`src/rtl/sorl_pkg.sv`:
```
// Shared widths, register indexes and coefficient type for the
// second-order recursive low-pass filter. No dependencies.
package sorl_pkg;

    localparam int FRAC_BITS   = 16;
    localparam int DATA_W      = 32;
    localparam int COEF_W      = 19;
    localparam int PROD_W      = DATA_W + COEF_W;
    localparam int ACC_W       = PROD_W + 2;
    localparam int CFG_IDX_W   = 2;
    localparam int LIMIT_WHOLE = 1000;

    // register indexes on the configuration port
    localparam logic [CFG_IDX_W-1:0] REG_COEF_RECENT = 2'd0;
    localparam logic [CFG_IDX_W-1:0] REG_COEF_OLDER  = 2'd1;
    localparam logic [CFG_IDX_W-1:0] REG_COEF_INPUT  = 2'd2;

    localparam logic signed [COEF_W-1:0] COEF_INPUT_RESET = COEF_W'(65536);

    // accepted magnitude is strictly below LIMIT_WHOLE in fixed point
    localparam longint LIMIT_FIX = longint'(LIMIT_WHOLE) << FRAC_BITS;
    localparam logic signed [ACC_W-1:0] LIMIT_POS = ACC_W'(LIMIT_FIX);
    localparam logic signed [ACC_W-1:0] LIMIT_NEG = ACC_W'(-LIMIT_FIX);

    localparam logic signed [ACC_W-1:0] SAT_MAX = ACC_W'(64'sd2147483647);
    localparam logic signed [ACC_W-1:0] SAT_MIN = ACC_W'(-64'sd2147483648);

    typedef struct packed {
        logic signed [COEF_W-1:0] recent;
        logic signed [COEF_W-1:0] older;
        logic signed [COEF_W-1:0] inp;
    } coef_t;

endpackage

```
`src/rtl/sorl_cfg.sv`:
```
// Coefficient register file for the low-pass filter.
// Depends on sorl_pkg (register indexes, coef_t).
module sorl_cfg (
    input  logic                           clk,
    input  logic                           rst_n,
    input  logic                           cfg_write,
    input  logic [sorl_pkg::CFG_IDX_W-1:0] cfg_index,
    input  logic [sorl_pkg::COEF_W-1:0]    cfg_data,
    output sorl_pkg::coef_t                coefs
);
    import sorl_pkg::*;

    coef_t coef_reg;
    coef_t coef_next;

    always_comb
    begin
        coef_next = coef_reg;
        if (cfg_write)
        begin
            unique case (cfg_index)
                REG_COEF_RECENT: coef_next.recent = cfg_data;
                REG_COEF_OLDER:  coef_next.older  = cfg_data;
                REG_COEF_INPUT:  coef_next.inp    = cfg_data;
                default:         coef_next        = coef_reg;
            endcase
        end
    end

    always_ff @(posedge clk or negedge rst_n)
    begin
        if (!rst_n)
        begin
            coef_reg.recent <= '0;
            coef_reg.older  <= '0;
            coef_reg.inp    <= COEF_INPUT_RESET;
        end
        else
        begin
            coef_reg <= coef_next;
        end
    end

    assign coefs = coef_reg;

endmodule

```
`config.mk`:
```
export PLATFORM = sky130hd
export DESIGN_NAME = sorl_cfg
export DESIGN_NICKNAME = d
export VERILOG_FILES = /design/src/rtl/sorl_pkg.sv /design/src/rtl/sorl_cfg.sv
export SDC_FILE = /design/constraint.sdc
export NUM_CORES = 1
export LEC_CHECK = 0
export BUFFER_PORTS_ARGS = -buffer_cell sky130_fd_sc_hd__buf_4
export CORE_MARGIN = 8
export CORE_UTILIZATION = 49
export DETAILED_ROUTE_END_ITERATION = 16
export PLACE_DENSITY = 0.79
export SKIP_CTS_REPAIR_TIMING = 1
export SYNTH_ARGS = -nofsm -noshare
export SYNTH_HDL_FRONTEND = slang
export SYNTH_SLANG_ARGS = --single-unit
```
`constraint.sdc`:
```
create_clock -name clk -period 0.9 [get_ports clk]
set_input_delay 0.225 -clock clk [delete_from_list [all_inputs] [get_ports clk]]
set_output_delay 0.225 -clock clk [all_outputs]
set_load 0.02 [all_outputs]
```
==> impl_metrics.env <==
export IMPL_status="complete, but fails checks"
export IMPL_violations="negative setup slack"
export IMPL_antenna_left=0
export IMPL_die_x_um=84.0
export IMPL_largest_reg_flops=57
export IMPL_relSlewSlack=0.833
export IMPL_critPathMaxFanout=2
export IMPL_grt_pass1_vias=1704
export IMPL_fin_nets=270
export IMPL_hp_class="input pin to flop"
export IMPL_fmax_ghz=0.826
export IMPL_routed_wl_mm=6.39
export IMPL_worst_slew_pin_slew_ps=250
export IMPL_start_kind="flop"
export IMPL_fin_setup_tns_ps=-11910
export IMPL_wl_per_cell_um=21.1
export IMPL_synth_compound_area_frac=0
export IMPL_netlist_instances=123
export IMPL_start_util=0.513
export IMPL_power_w=0.00863
export IMPL_setup_viol=83
export IMPL_holdWs_ps=148
export IMPL_syn_avg_cell_area_um2=18.4
export IMPL_muxShareOfSynthArea=0.320
export IMPL_diodes=0
export IMPL_clk_latency_ps=320
export IMPL_h_tree_depth=3
export IMPL_cts_max_path_buffers=2
export IMPL_syn_nets=147
export IMPL_ys_types=8
export IMPL_fin_crit_sh=1.35
export IMPL_slew_violations=0
export IMPL_core_region_area_mm2=0.00441
export IMPL_num_rows=24
export IMPL_dp_slack_ps=-363
export IMPL_cts_root_buf="clkbuf_8"
export IMPL_vias=1520
export IMPL_critPathCaptureType="primary output"
export IMPL_grt_overflow=0
export IMPL_drv_cap=0
export IMPL_required_ps=670
export IMPL_io_pin_count=81
export IMPL_port_buffers=80
export IMPL_die_h_um=84.0
export IMPL_stdcell_area_mm2=0.00362
export IMPL_antenna_found_initial=0
export IMPL_yosys_area_share_xor_xnor=0
export IMPL_drive_above_1_share=0.757
export IMPL_cp_slowest_stage_delay_ps=540
export IMPL_routed_via_density=5.02
export IMPL_min_period_ps=1210
export IMPL_dieArea_mm2=0.00705
export IMPL_nFillCells=228
export IMPL_grt_max_degree=35
export IMPL_cts_tree="built"
export IMPL_crit_slowest_cell="dfstp_2"
export IMPL_synth_top_area_cell="dfrtp_1"
export IMPL_route_detailed_drc=0
export IMPL_yosysTopAreaCellShare=0.619
export IMPL_rsz0062_at_grt="yes"
export IMPL_dpl_hpwl_mm=4.22
export IMPL_setup_slack_ps=-311
export IMPL_ys_seq_area_frac=0.630
export IMPL_leakagePower_nw=1.82
export IMPL_grtUsageTotal=0.166
export IMPL_path_delay_family="flip-flops"
export IMPL_placed_area_mm2=0.00295
export IMPL_clk_pin_slew_worst_paths_ps=70
export IMPL_path_cells="buf_6"
export IMPL_synth_top_family_by_area="multiplexers"
export IMPL_synthesis_area_mm2=0.00226
export IMPL_ir_worst_vdd_uv=1800
export IMPL_drt_initial_drc_count=60
export IMPL_register_area_mm2=0.00143
export IMPL_cts_sinks=57
export IMPL_synth_fa_ha_area_frac=0
export IMPL_cts_made_buffers=9
export IMPL_grt_first_pass_wirelength_mm=9.09
export IMPL_cp_arrival_ps=990
export IMPL_final_setup_skew_ps=0
export IMPL_power_density_mw_per_mm2=2380
export IMPL_area_growth_pct=59.9
export IMPL_gp_congestion=0.736
export IMPL_synth_area_leaders="dfrtp_1, mux2_2, mux2_4"
export IMPL_hold_violations=0
export IMPL_yosys_area_share_simple=0.0122
export IMPL_dr_pass1_iters=4
export IMPL_multi_input_area_um2=815
export IMPL_ys_warn_count=0
export IMPL_path_class="flop to primary output"
export IMPL_critPathBufInv=1
export IMPL_synth_seq_cells=57
[report_power, final]
part	leakage (nW)	switching (W)	internal (W)
logic	1.06	0.00126	0.00181
registers	0.673	0.000380	0.00306
clock network	0.0932	0.000983	0.00114
total	1.82	0.00262	0.00601
[path summary, 6_finish.rpt]
| path | end | depth (start not counted) | start | slack [ps] |
|---|---|---|---|---|
| max | coefs[16] | 1 | coefs[16] | -310 |
| min | coefs[34] | 2 | cfg_data[15] | 150 |
| max reg2reg | coefs[49] | 2 | coefs[49] | -20 |
| min reg2reg | coefs[3] | 1 | coefs[3] | 530 |
| max in group asynchronous | coefs[21] | 3 | rst_n | 120 |
| min in group asynchronous | coefs[54] | 2 | rst_n | 320 |
[cells in the mapped netlist]
library cell / number
dfrtp_1: 56
mux2_2: 35
mux2_4: 22
buf_6: 4
buf_12: 2
nand3b_1: 2
dfstp_2: 1
nor3b_2: 1
[worst register-to-register path, stage by stage, from the launching register on]
cell and delay (ps):
dfrtp_1 410, buf_4 150, mux2_4 260
[area by class of cell]
| type | count | area share |
|---|---|---|
| Timing Repair Buffer | 118 | 0.315 |
| Clock buffer | 13 | 0.0439 |
| Sequential cell | 57 | 0.394 |
| Clock inverter | 3 | 0.00415 |
| Multi-Input combinational cell | 60 | 0.225 |
| Tap cell | 52 | 0.0180 |
[cell usage in the layout (no fill, tap or decap), drive strengths merged]
cell,n
mux2,57
nand3b,2
dfstp,1
clkbuf,13
buf,117
dfrtp,56
clkinv,3
dlygate4sd3,1
nor3b,1
[metrics by stage]
stage | cells | utilization
after floorplan | 123 | -
after CTS | 273 | 0.709
after global placement | 257 | 0.669
final | 303 | 0.821
after detailed placement | 257 | 0.669
after global routing | 303 | 0.821
[cell families (layout without fill, tap and decap cells)]
family,count (synthesis),after routing
muxes,57,57
buffers and inverters,6,134
and+or+nand+nor,3,3
DFF,57,57
[per-layer routing]
metal	share of wire	GRT usage	vias up
met1	0.39	0.169	776
met5	0	0	-
li1	-	-	679
met2	0.55	0.291	53
met4	0.018	0.0895	0
met3	0.043	0.0557	12
(Power assumes the default switching activity.)
